==> src/irpd_pkg.sv <==
// Shared types and constants for the infrared pulse-distance frame sender.
package irpd_pkg;

  localparam int TICK_W = 15;
  localparam int CMD_W  = 32;
  localparam int MASK_W = 3;
  localparam int CFG_IDX_W = 3;

  typedef enum logic [CFG_IDX_W-1:0] {
    CFG_PRE_FIRST  = 3'd0,
    CFG_PRE_SECOND = 3'd1,
    CFG_ZERO_FIRST = 3'd2,
    CFG_ZERO_SECOND = 3'd3,
    CFG_ONE_FIRST  = 3'd4,
    CFG_ONE_SECOND = 3'd5
  } cfg_idx_t;

  typedef enum logic {
    OP_TICK  = 1'b0,
    OP_START = 1'b1
  } opcode_t;

  typedef struct packed {
    logic [TICK_W-1:0] pre_first;
    logic [TICK_W-1:0] pre_second;
    logic [TICK_W-1:0] zero_first;
    logic [TICK_W-1:0] zero_second;
    logic [TICK_W-1:0] one_first;
    logic [TICK_W-1:0] one_second;
  } cfg_t;

  typedef struct packed {
    logic              done;
    logic              busy;
    logic [MASK_W-1:0] levels;
  } res_t;

endpackage

==> src/irpd_cfg.sv <==
// Half-symbol duration registers written through the configuration channel.
module irpd_cfg (
  input  logic                               clk,
  input  logic                               rst_n,
  input  logic                               wr_en,
  input  logic [irpd_pkg::CFG_IDX_W-1:0]     wr_index,
  input  logic [irpd_pkg::TICK_W-1:0]        wr_data,
  output irpd_pkg::cfg_t                     cfg
);

  irpd_pkg::cfg_t cfg_r;

  always_ff @(posedge clk) begin
    if (!rst_n) begin
      cfg_r.pre_first   <= irpd_pkg::TICK_W'(1);
      cfg_r.pre_second  <= irpd_pkg::TICK_W'(1);
      cfg_r.zero_first  <= irpd_pkg::TICK_W'(1);
      cfg_r.zero_second <= irpd_pkg::TICK_W'(1);
      cfg_r.one_first   <= irpd_pkg::TICK_W'(1);
      cfg_r.one_second  <= irpd_pkg::TICK_W'(1);
    end else if (wr_en) begin
      case (wr_index)
        irpd_pkg::CFG_PRE_FIRST:   cfg_r.pre_first   <= wr_data;
        irpd_pkg::CFG_PRE_SECOND:  cfg_r.pre_second  <= wr_data;
        irpd_pkg::CFG_ZERO_FIRST:  cfg_r.zero_first  <= wr_data;
        irpd_pkg::CFG_ZERO_SECOND: cfg_r.zero_second <= wr_data;
        irpd_pkg::CFG_ONE_FIRST:   cfg_r.one_first   <= wr_data;
        irpd_pkg::CFG_ONE_SECOND:  cfg_r.one_second  <= wr_data;
        default: ;
      endcase
    end
  end

  assign cfg = cfg_r;

endmodule

==> src/irpd_seq.sv <==
// Frame sequencer: symbol position, half-symbol tick counter and level output.
module irpd_seq #(
  parameter int FRAME_BYTES = 4,
  parameter int COPIES      = 3
) (
  input  logic                             clk,
  input  logic                             rst_n,
  input  logic                             acc,
  input  logic                             op,
  input  logic [irpd_pkg::CMD_W-1:0]       word,
  input  logic [irpd_pkg::MASK_W-1:0]      mask,
  input  irpd_pkg::cfg_t                   cfg,
  output irpd_pkg::res_t                   res
);

  localparam int NBITS  = FRAME_BYTES * 8;
  // The position must be wide enough to compare against the 32 command bits.
  localparam int POS_W  = ($clog2(NBITS + 3) < 6) ? 6 : $clog2(NBITS + 3);
  localparam int COPY_W = (COPIES < 2) ? 1 : $clog2(COPIES + 1);
  localparam logic [POS_W-1:0]  POS_LAST   = POS_W'(NBITS + 2);
  localparam logic [POS_W-1:0]  POS_TRAIL1 = POS_W'(NBITS + 1);
  localparam logic [POS_W-1:0]  POS_NBITS  = POS_W'(NBITS);
  localparam logic [COPY_W-1:0] COPY_LAST  = COPY_W'(COPIES - 1);

  logic                          active_r, active_nxt;
  logic [irpd_pkg::CMD_W-1:0]    cmd_r, cmd_nxt;
  logic [irpd_pkg::MASK_W-1:0]   sel_r, sel_nxt;
  logic [COPY_W-1:0]             copy_r, copy_nxt;
  logic [POS_W-1:0]              pos_r, pos_nxt;
  logic                          half_r, half_nxt;
  logic                          post_r, post_nxt;
  logic [irpd_pkg::TICK_W-1:0]   ticks_r, ticks_nxt;

  // Data positions 1..NBITS carry the command MSB first; past bit 31 they send zero.
  function automatic logic pos_bit(input logic [POS_W-1:0] pos,
                                   input logic [irpd_pkg::CMD_W-1:0] cmd);
    logic [POS_W-1:0] idx;
    logic             b;
    idx = pos - POS_W'(1);
    if (pos != '0 && pos <= POS_NBITS) begin
      if (idx < POS_W'(irpd_pkg::CMD_W)) b = cmd[~idx[4:0]];
      else b = 1'b0;
    end else begin
      b = (pos == POS_TRAIL1);
    end
    return b;
  endfunction

  function automatic logic [irpd_pkg::TICK_W-1:0] nz(input logic [irpd_pkg::TICK_W-1:0] d);
    return (d == '0) ? irpd_pkg::TICK_W'(1) : d;
  endfunction

  function automatic logic [irpd_pkg::TICK_W-1:0] duration(
      input logic post, input logic [POS_W-1:0] pos, input logic half,
      input logic [irpd_pkg::CMD_W-1:0] cmd, input irpd_pkg::cfg_t c);
    logic [irpd_pkg::TICK_W-1:0] d;
    if (post) d = half ? c.zero_first : c.pre_first;
    else if (pos == '0) d = half ? c.pre_second : c.pre_first;
    else if (pos_bit(pos, cmd)) d = half ? c.one_second : c.one_first;
    else d = half ? c.zero_second : c.zero_first;
    return nz(d);
  endfunction

  logic lvl;

  always_comb begin
    if (post_r) lvl = 1'b1;
    else if (pos_r == '0) lvl = ~half_r;
    else lvl = pos_bit(pos_r, cmd_r) ^ ~half_r;
  end

  always_comb begin
    active_nxt = active_r;
    cmd_nxt    = cmd_r;
    sel_nxt    = sel_r;
    copy_nxt   = copy_r;
    pos_nxt    = pos_r;
    half_nxt   = half_r;
    post_nxt   = post_r;
    ticks_nxt  = ticks_r;
    res.levels = '0;
    res.busy   = 1'b0;
    res.done   = 1'b0;
    if (acc) begin
      if (op == irpd_pkg::OP_START) begin
        res.busy = 1'b1;
        if (!active_r) begin
          cmd_nxt    = word;
          sel_nxt    = mask;
          active_nxt = 1'b1;
          copy_nxt   = '0;
          pos_nxt    = '0;
          half_nxt   = 1'b0;
          post_nxt   = 1'b0;
          ticks_nxt  = nz(cfg.pre_first);
        end else begin
          res.levels = lvl ? sel_r : '0;
        end
      end else if (active_r) begin
        res.levels = lvl ? sel_r : '0;
        res.busy   = 1'b1;
        if (ticks_r > irpd_pkg::TICK_W'(1)) begin
          ticks_nxt = ticks_r - irpd_pkg::TICK_W'(1);
        end else if (!half_r) begin
          half_nxt  = 1'b1;
          ticks_nxt = duration(post_r, pos_r, 1'b1, cmd_r, cfg);
        end else if (post_r) begin
          // End of the postamble closes the whole sequence.
          half_nxt   = 1'b0;
          active_nxt = 1'b0;
          post_nxt   = 1'b0;
          copy_nxt   = '0;
          pos_nxt    = '0;
          ticks_nxt  = '0;
          res.done   = 1'b1;
        end else begin
          half_nxt = 1'b0;
          if (pos_r == POS_LAST) begin
            pos_nxt  = '0;
            copy_nxt = copy_r + COPY_W'(1);
            if (copy_r >= COPY_LAST) post_nxt = 1'b1;
          end else begin
            pos_nxt = pos_r + POS_W'(1);
          end
          ticks_nxt = duration(post_nxt, pos_nxt, 1'b0, cmd_r, cfg);
        end
      end
    end
  end

  always_ff @(posedge clk) begin
    if (!rst_n) begin
      active_r <= 1'b0;
      copy_r   <= '0;
      pos_r    <= '0;
      half_r   <= 1'b0;
      post_r   <= 1'b0;
      ticks_r  <= '0;
    end else begin
      active_r <= active_nxt;
      copy_r   <= copy_nxt;
      pos_r    <= pos_nxt;
      half_r   <= half_nxt;
      post_r   <= post_nxt;
      ticks_r  <= ticks_nxt;
    end
  end

  always_ff @(posedge clk) begin
    if (!rst_n) begin
      cmd_r <= '0;
      sel_r <= '0;
    end else begin
      cmd_r <= cmd_nxt;
      sel_r <= sel_nxt;
    end
  end

endmodule

==> src/irpd_out.sv <==
// Result register: holds one word until the receiver takes it.
module irpd_out (
  input  logic            clk,
  input  logic            rst_n,
  input  logic            load,
  input  irpd_pkg::res_t  din,
  output logic            can_load,
  output logic            out_valid,
  input  logic            out_ready,
  output irpd_pkg::res_t  dout
);

  logic           valid_r, valid_nxt;
  irpd_pkg::res_t data_r;

  assign can_load = !valid_r || out_ready;

  always_comb begin
    valid_nxt = valid_r;
    if (load) valid_nxt = 1'b1;
    else if (out_ready) valid_nxt = 1'b0;
  end

  always_ff @(posedge clk) begin
    if (!rst_n) valid_r <= 1'b0;
    else valid_r <= valid_nxt;
  end

  always_ff @(posedge clk) begin
    if (load) data_r <= din;
  end

  assign out_valid = valid_r;
  assign dout      = data_r;

endmodule

==> src/ir_pulse_distance_frame_sender.sv <==
// Top level of the infrared pulse-distance frame sender.
//
// Input channel (in_*): in_tuser selects a tick (0) or a frame start (1);
// in_tdata carries the 32-bit command and the 3-bit emitter mask, used on start.
// Every accepted input word produces exactly one result word on out_*, holding
// the emitter levels, a busy flag and a done flag for the end of the postamble.
// A start while a sequence is running is answered but otherwise ignored.
// Configuration (cfg_*): six half-symbol durations in ticks, indexes 0..5,
// always ready; writes to other indexes are dropped. Write only while idle.
// The result of a word is on out_tdata in the cycle after it is accepted.
// Throughput: one word per cycle without a stall; the sequencer state updates
// in the accepting cycle and a single result register separates the two channels.
// When the receiver stalls, the result register holds and in_tready drops only
// while that register is full and not being read.
// Reset (rst_n low, synchronous) idles the sequencer, empties the result
// register and sets every duration register to one tick.
module ir_pulse_distance_frame_sender #(
  parameter int FRAME_BYTES = 4,
  parameter int COPIES      = 3
) (
  input  logic        clk,
  input  logic        rst_n,
  input  logic        in_tvalid,
  output logic        in_tready,
  input  logic [39:0] in_tdata,   // [31:0] frame_word, [34:32] channel_mask, rest zero
  input  logic        in_tuser,   // [0] opcode
  output logic        out_tvalid,
  input  logic        out_tready,
  output logic [7:0]  out_tdata,  // [2:0] emitter_levels, [3] busy_res, [4] done_res
  input  logic        cfg_valid,
  output logic        cfg_ready,
  input  logic [irpd_pkg::CFG_IDX_W-1:0] cfg_index,
  input  logic [irpd_pkg::TICK_W-1:0]    cfg_data
);

  irpd_pkg::cfg_t cfg;
  irpd_pkg::res_t res;
  irpd_pkg::res_t res_q;
  logic           acc;
  logic           can_load;

  assign cfg_ready = 1'b1;
  assign in_tready = can_load;
  assign acc       = in_tvalid && can_load;

  irpd_cfg u_cfg (
    .clk      (clk),
    .rst_n    (rst_n),
    .wr_en    (cfg_valid && cfg_ready),
    .wr_index (cfg_index),
    .wr_data  (cfg_data),
    .cfg      (cfg)
  );

  irpd_seq #(
    .FRAME_BYTES (FRAME_BYTES),
    .COPIES      (COPIES)
  ) u_seq (
    .clk   (clk),
    .rst_n (rst_n),
    .acc   (acc),
    .op    (in_tuser),
    .word  (in_tdata[irpd_pkg::CMD_W-1:0]),
    .mask  (in_tdata[irpd_pkg::CMD_W +: irpd_pkg::MASK_W]),
    .cfg   (cfg),
    .res   (res)
  );

  irpd_out u_out (
    .clk       (clk),
    .rst_n     (rst_n),
    .load      (acc),
    .din       (res),
    .can_load  (can_load),
    .out_valid (out_tvalid),
    .out_ready (out_tready),
    .dout      (res_q)
  );

  assign out_tdata = {3'b000, res_q.done, res_q.busy, res_q.levels};

endmodule
==> config.mk <==
export PLATFORM = sky130hd
export DESIGN_NAME = ir_pulse_distance_frame_sender
export DESIGN_NICKNAME = d
export VERILOG_FILES = /design/src/irpd_pkg.sv /design/src/irpd_cfg.sv /design/src/irpd_seq.sv /design/src/irpd_out.sv /design/src/ir_pulse_distance_frame_sender.sv
export SDC_FILE = /design/constraint.sdc
export NUM_CORES = 1
export LEC_CHECK = 0
export ABC_AREA = 1
export BUFFER_PORTS_ARGS = -buffer_cell sky130_fd_sc_hd__buf_2
export CAP_MARGIN = 10
export CORE_UTILIZATION = 57
export DETAILED_ROUTE_END_ITERATION = 6
export HOLD_SLACK_MARGIN = 0.1
export PLACE_DENSITY_LB_ADDON = 0.08
export SLEW_MARGIN = 25
export SYNTH_ARGS = -nofsm -noshare
export SYNTH_HDL_FRONTEND = slang
export SYNTH_SLANG_ARGS = --single-unit
==> constraint.sdc <==
create_clock -name clk -period 7.8 [get_ports clk]
set_input_delay 0.39 -clock clk [delete_from_list [all_inputs] [get_ports clk]]
set_output_delay 0.39 -clock clk [all_outputs]
set_load 0.02 [all_outputs]
# Yosys cells after proc, flatten, opt, wreduce, memory -nomap -nowiden
# Cells that the tools add are included.
# Widths: inputs -> output; s select.
[classes]
addsub = 5
n_lt_le_gt_ge = 8
eq_ne = 10
n_mux = 101
n_bitwise = 5
n_reduce_logical = 29
[ops]
columns = ["cell", "n"]
rows = [
  ["$mux 15", 26],
  ["$mux 6", 13],
  ["$mux 1", 49],
  ["$logic_not 15->1", 3],
  ["$eq 6x6->1 const B", 3],
  ["$gt 15x1->1 const B", 1],
  ["$sub 15x1->15 const B", 1],
  ["$mux 2", 7],
  ["$le 6x6->1 const B", 2],
  ["$logic_not 6->1", 2],
  ["$lt 5x6->1 const B", 2],
  ["$lt 6x6->1 const B", 2],
  ["$reduce_and 2->1", 6],
  ["$reduce_bool 6->1", 2],
  ["$sub 6x1->6 const B", 2],
  ["$bmux 1 s5", 2],
  ["$not 5->5", 2],
  ["$mux 3", 3],
  ["$add 6x1->6 const B", 1],
  ["$eq 3x2->1 const B", 2],
  ["$eq 3x3->1 const B", 2],
  ["$reduce_and 3->1", 2],
  ["$reduce_and 6->1", 1],
  ["$reduce_bool 2->1", 3],
  ["15 further kinds", 19],
]
[totals]
reg_bits = 157
in_bits = 64
output_inout_bits = 11

# Logic depth before layout (Yosys ltp)
[logic_depth]
ltp_word = 38
mapped_depth = 33
mapped_depth_nobuf = 29

# Modules after synthesis
# From an unflattened synthesis, not the netlist that was laid out.
[unflattened]
hier_cells = 1418
area_unflattened_um2 = 9141.3
[modules_own_cells]
columns = ["mod", "instances", "cells_per_inst", "area_each_um2", "seq_area_each_um2"]
rows = [
  ["irpd_seq", 1, 884, 5181.2, 1221.2],
  ["irpd_cfg", 1, 515, 3718.6, 1801.7],
  ["irpd_out", 1, 11, 196.4, 170.2],
  ["ir_pulse_distance_frame_sender", 1, 8, 45.0, 0.0],
]

# Least setup slack after synthesis
# No wires, ideal clock.
[synth_path]
kind = "flip-flop to flip-flop"
start = "reg u_seq.pos_r[0]"
end = "reg u_seq.ticks_r[0] in the netlist's numbering"
setup_time_ns = 0.067
t_arrival_ns = 3.506
slack_ns = 4.227
stages_incl_launch_ff = 33
path_cell_list = "dfxtp_1 > buf_2 > inv_1 > buf_2 > ha_1 > nand3_2 > buf_2 > inv_1 > nor2_1 > inv_1 > ha_1 > clkbuf_1 > inv_1 > nand3_1 > nand3_1 > nand3_1 > nand2_1 > nand2_1 > nand3_4 > nand2_4 > buf_6 > nand2_1 > nand3_1 > nand2_1 > nor2_1 > nand2_1 > nor2_1 > nand2_1 > nand2_1 > nand2_1 > nand2_1 > nand2_1 > a21oi_2"
[synth_via]
elab_chain_len = 38
[synth_lines]
columns = ["element", "line", "source"]
rows = [
  ["start: declaration", "irpd_seq.sv:29", "logic [POS_W-1:0] pos_r, pos_nxt;"],
  ["start signal: assignment", "irpd_seq.sv:142", "pos_r <= pos_nxt;"],
  ["$add 6x1->6 / $eq 6x6->1 (equally long branches)", "irpd_seq.sv:123, irpd_seq.sv:118", ""],
  ["$mux 6", "irpd_seq.sv:118", "if (pos_r == POS_LAST) begin"],
  ["$mux 6", "irpd_seq.sv:107", "end else if (post_r) begin"],
  ["$mux 6", "irpd_seq.sv:104", "end else if (!half_r) begin"],
  ["$mux 6", "irpd_seq.sv:102", "if (ticks_r > irpd_pkg::TICK_W'(1)) begin"],
  ["$mux 6", "irpd_seq.sv:99", "end else if (active_r) begin"],
  ["$mux 6", "irpd_seq.sv:85", "if (op == irpd_pkg::OP_START) begin"],
  ["$mux 6", "irpd_seq.sv:84", "if (acc) begin"],
  ["[... 22 more ...]", "-", ""],
  ["$mux 15", "irpd_seq.sv:84", ""],
  ["$logic_not 15->1", "irpd_seq.sv:50", "return (d == '0) ? irpd_pkg::TICK_W'(1) : d;"],
  ["$mux 15", "irpd_seq.sv:50", ""],
  ["$mux 15", "irpd_seq.sv:107", ""],
  ["$mux 15 (*)", "irpd_seq.sv:104", ""],
  ["$mux 15 (*)", "irpd_seq.sv:102", ""],
  ["$mux 15 (*)", "irpd_seq.sv:99", ""],
  ["$mux 15 (*)", "irpd_seq.sv:85", ""],
  ["end signal: assignment", "irpd_seq.sv:145", "ticks_r <= ticks_nxt;"],
  ["end: declaration", "irpd_seq.sv:32", "logic [irpd_pkg::TICK_W-1:0] ticks_r, ticks_nxt;"],
]
# Every way passes the cells marked *; elsewhere a longest branch is shown, timed or not. The select of a mux whose other input is x is not followed.
# A chain may end at the register's enable or synchronous reset.

# Worst setup path after layout
# Same ends and word-level chain as after synthesis.

==> metrics.txt <==
post-CTS setup buffers 0; RSZ-0062 raised after global routing false; critical path data required time 8.16 ns; layout cells sized above 1 0.0994; Routed wire per std cell 16.7 µm; Pleak 4.04 nW; critical path class reg -> reg; overall die area 15400 µm²; CTS Buf Count 17; Hold/Removal Path Class in -> reg; Post-synth EDFFs 5; fraction of the yosys area taken by sequential cells 0.377; Critical Path AT 5.87 ns; number of gates given a new drive strength after cts 0; syn avg cell area 6.68 µm²; Clock H-tree levels 4; total negative setup slack 0 ns; cell area after technology mapping 8480 µm²; number of global-route vias before repair 7350; hold slack 0.221 ns; element type at the critical path start flip-flop; # clock sinks ~160; Setup Viol. Count Final 0; post-synthesis cell type with the largest combined area sky130_fd_sc_hd__dfxtp_1; Synth Instances 1270; area of the core region 14500 µm²; hold bufs inserted after CTS 0; Period Utilization, post-route 0.707; Final HPWL DP 16800 µm; fin crit period 5.51 ns; first-pass GRT wire length between 30000 and 40000 µm; max_slew headroom 0.350; count of non-filler cells in the finished layout 1482; clock tree from TritonCTS done; number of nets at the end of the flow 1361; number of filler instances in the final layout 1420; number of synthesized register bits 157; number of vias per cell 5.73; antenna violations before repair 0; Peak VDD IR 0.000151 V; area fraction of the dominant cell type after synthesis 0.359; Maximum Capacitance Violations 0; number of port buffers 65; cell area power density ~240 nW/µm²; Area contributors post-synth sky130_fd_sc_hd__dfxtp_1 36%, sky130_fd_sc_hd__nand2_1 9.2%, sky130_fd_sc_hd__nand3_1 9.0%; kind of end point of the critical path flip-flop; Top Ports 75; 1st-iter DRT viols 1017; floorplan die height around 120 µm; 1st-pass router iterations 5; Post-Route WL 24700 µm; maximum number of buffers from clock root to sink 2; outcome completed; pin slew with the least headroom to its limit just under 1 ns; Post-synth ARST share 0; antenna viol nets, final 0; clock-pin slew on the worst setup and hold paths 0.06 ns; Clock Latency Late Sink 0.44 ns; total track usage 0.334; routability cong. 0.889; starting density of the core 0.584; Die Wd 124 µm; Final Max Tran Viols 0; Remaining Overflow, GRT 0; top flip-flop cell by instance count after synthesis sky130_fd_sc_hd__dfxtp_1; CTS Root Buffer Type sky130_fd_sc_hd__clkbuf_16; count of cell types in the netlist 50; number of remaining DRC errors 0; num rows 44; Antenna Diode Count 0; Post-Route Skew between 0.01 and 0.015 ns; Peak Freq 0.181 GHz; via count approximately 8.5k; final hold violation count 0; Cell Count Post-Placement 1450; synthesis warning total 0; highest net fanout along the worst path 37; area growth from synthesis to layout 10.1%; largest net degree at the start of global routing 124
==> state kept, by name, indices dropped and copies added, names as in the netlist <==
name,flops
u_seq.post_r,1
u_cfg.cfg,90
u_out.out_valid,1
u_seq.pos_r,6
u_seq.sel_r,3
u_seq.copy_r,2
u_seq.active_r,1
u_seq.half_r,1
u_seq.cmd_r,32
u_out.dout,5
u_seq.ticks_r,15
==> where the power goes <==
part	switching, mW	internal [mW]
clock	0.354	0.469
combinational	0.383	0.182
sequential	0.0338	0.846
==> synthesized netlist by cell type, types with 3 or more instances <==
master / number
sky130_fd_sc_hd__nand2_1: 207
sky130_fd_sc_hd__o311ai_0: 4
sky130_fd_sc_hd__nor2_4: 3
sky130_fd_sc_hd__or2_2: 3
sky130_fd_sc_hd__xor2_1: 7
sky130_fd_sc_hd__dfxtp_1: 152
sky130_fd_sc_hd__buf_2: 6
sky130_fd_sc_hd__buf_4: 8
sky130_fd_sc_hd__inv_1: 100
sky130_fd_sc_hd__nand3b_1: 7
sky130_fd_sc_hd__clkbuf_1: 60
sky130_fd_sc_hd__nand3_1: 152
sky130_fd_sc_hd__nor3_1: 9
sky130_fd_sc_hd__edfxtp_1: 5
sky130_fd_sc_hd__o211ai_1: 8
sky130_fd_sc_hd__a211oi_1: 8
sky130_fd_sc_hd__clkinv_1: 3
sky130_fd_sc_hd__ha_1: 12
sky130_fd_sc_hd__o221ai_1: 3
sky130_fd_sc_hd__nand4_1: 3
sky130_fd_sc_hd__nand2_2: 3
sky130_fd_sc_hd__nor4_1: 3
sky130_fd_sc_hd__nor2_1: 187
sky130_fd_sc_hd__o31ai_1: 5
sky130_fd_sc_hd__buf_6: 3
sky130_fd_sc_hd__o21ai_0: 145
sky130_fd_sc_hd__a21oi_1: 127
sky130_fd_sc_hd__xnor2_1: 7
==> metal layers <==
layer,track usage,vias up,routed length [µm]
met1,0.485,3879,11800
met2,0.496,342,10500
met3,0.0646,32,1930
li1,-,4242,-
met4,0.106,0,414
met5,0,-,0
==> worst paths after layout <==
path,from,endpoint,slack [ns],depth (start not counted)
worst max-delay path,u_seq.pos_r[0],u_seq.ticks_r[0],2.29,24
worst min-delay path,in_tdata[15],u_seq.cmd_r[15],0.22,3
worst max register to register,u_seq.pos_r[0],u_seq.ticks_r[0],2.29,24
worst min register to register,u_seq.sel_r[0],u_seq.sel_r[0],0.46,2
==> through the flow <==
stage                     area, µm²   util  setup slack, ns  power, mW
after floorplan                8490      -             4.23       1.31
after global placement         8750  0.602             2.12       1.44
after detailed placement       8750  0.602             2.04       1.45
after CTS                      9330  0.642             1.98       2.26
after global routing           9340  0.642             1.75       2.37
final                          9340  0.642             2.29       2.27
==> cell type report <==
type | count | area [µm²] | area share
multi-input combinational | 931 | 4550 | 0.487
inverter | 105 | 394 | 0.0422
clock inverter | 10 | 104 | 0.0111
tap | 184 | 230 | 0.0247
clock buffer | 22 | 474 | 0.0508
timing repair buffer | 73 | 389 | 0.0417
sequential | 157 | 3190 | 0.342
==> worst max-delay path: stages, from the launching register on <==
cell                      delay, ns
sky130_fd_sc_hd__dfxtp_2       0.50
sky130_fd_sc_hd__inv_1         0.63
sky130_fd_sc_hd__ha_1          0.31
sky130_fd_sc_hd__nand3_2       0.43
sky130_fd_sc_hd__nand2_1       0.75
sky130_fd_sc_hd__inv_1         0.11
sky130_fd_sc_hd__ha_1          0.54
sky130_fd_sc_hd__inv_1         0.23
sky130_fd_sc_hd__nand3_1       0.14
sky130_fd_sc_hd__nand3_1       0.09
sky130_fd_sc_hd__nand3_1       0.09
sky130_fd_sc_hd__nand2_1       0.06
sky130_fd_sc_hd__nand2_1       0.10
sky130_fd_sc_hd__nand3_4       0.21
sky130_fd_sc_hd__nand2_4       0.26
sky130_fd_sc_hd__nor2_1        0.07
sky130_fd_sc_hd__o21ai_1       0.21
sky130_fd_sc_hd__nand3_1       0.11
sky130_fd_sc_hd__nor2_1        0.14
sky130_fd_sc_hd__nand2_1       0.06
sky130_fd_sc_hd__nand2_1       0.05
sky130_fd_sc_hd__nand2_1       0.04
sky130_fd_sc_hd__nand2_1       0.07
sky130_fd_sc_hd__nand2_1       0.07
sky130_fd_sc_hd__a21oi_2       0.13
==> layout by cell type, fill, tap and decap left out, types with 7 or more instances in the layout <==
cell	instances
sky130_fd_sc_hd__nand3b_1	7
sky130_fd_sc_hd__buf_2	65
sky130_fd_sc_hd__xnor2_1	7
sky130_fd_sc_hd__a211oi_1	8
sky130_fd_sc_hd__xor2_1	7
sky130_fd_sc_hd__nand3_1	152
sky130_fd_sc_hd__dfxtp_1	151
sky130_fd_sc_hd__a21oi_1	127
sky130_fd_sc_hd__buf_4	7
sky130_fd_sc_hd__inv_1	99
sky130_fd_sc_hd__nor3_1	8
sky130_fd_sc_hd__o21ai_0	145
sky130_fd_sc_hd__ha_1	12
sky130_fd_sc_hd__nand2_1	207
sky130_fd_sc_hd__o211ai_1	8
sky130_fd_sc_hd__clkbuf_16	17
sky130_fd_sc_hd__nor2_1	187
==> kinds of logic after synthesis <==
group	share of synthesized area
and+or+nand+nor	0.298
AOI/OAI and AO/OA	0.200
buffers and inverters	0.0885
DFF	0.377
xor gates and xnor gates	0.0183
adders and majority gates	0.0177
other	0.000886
No activity file was read; power rests on OpenSTA's default activity.
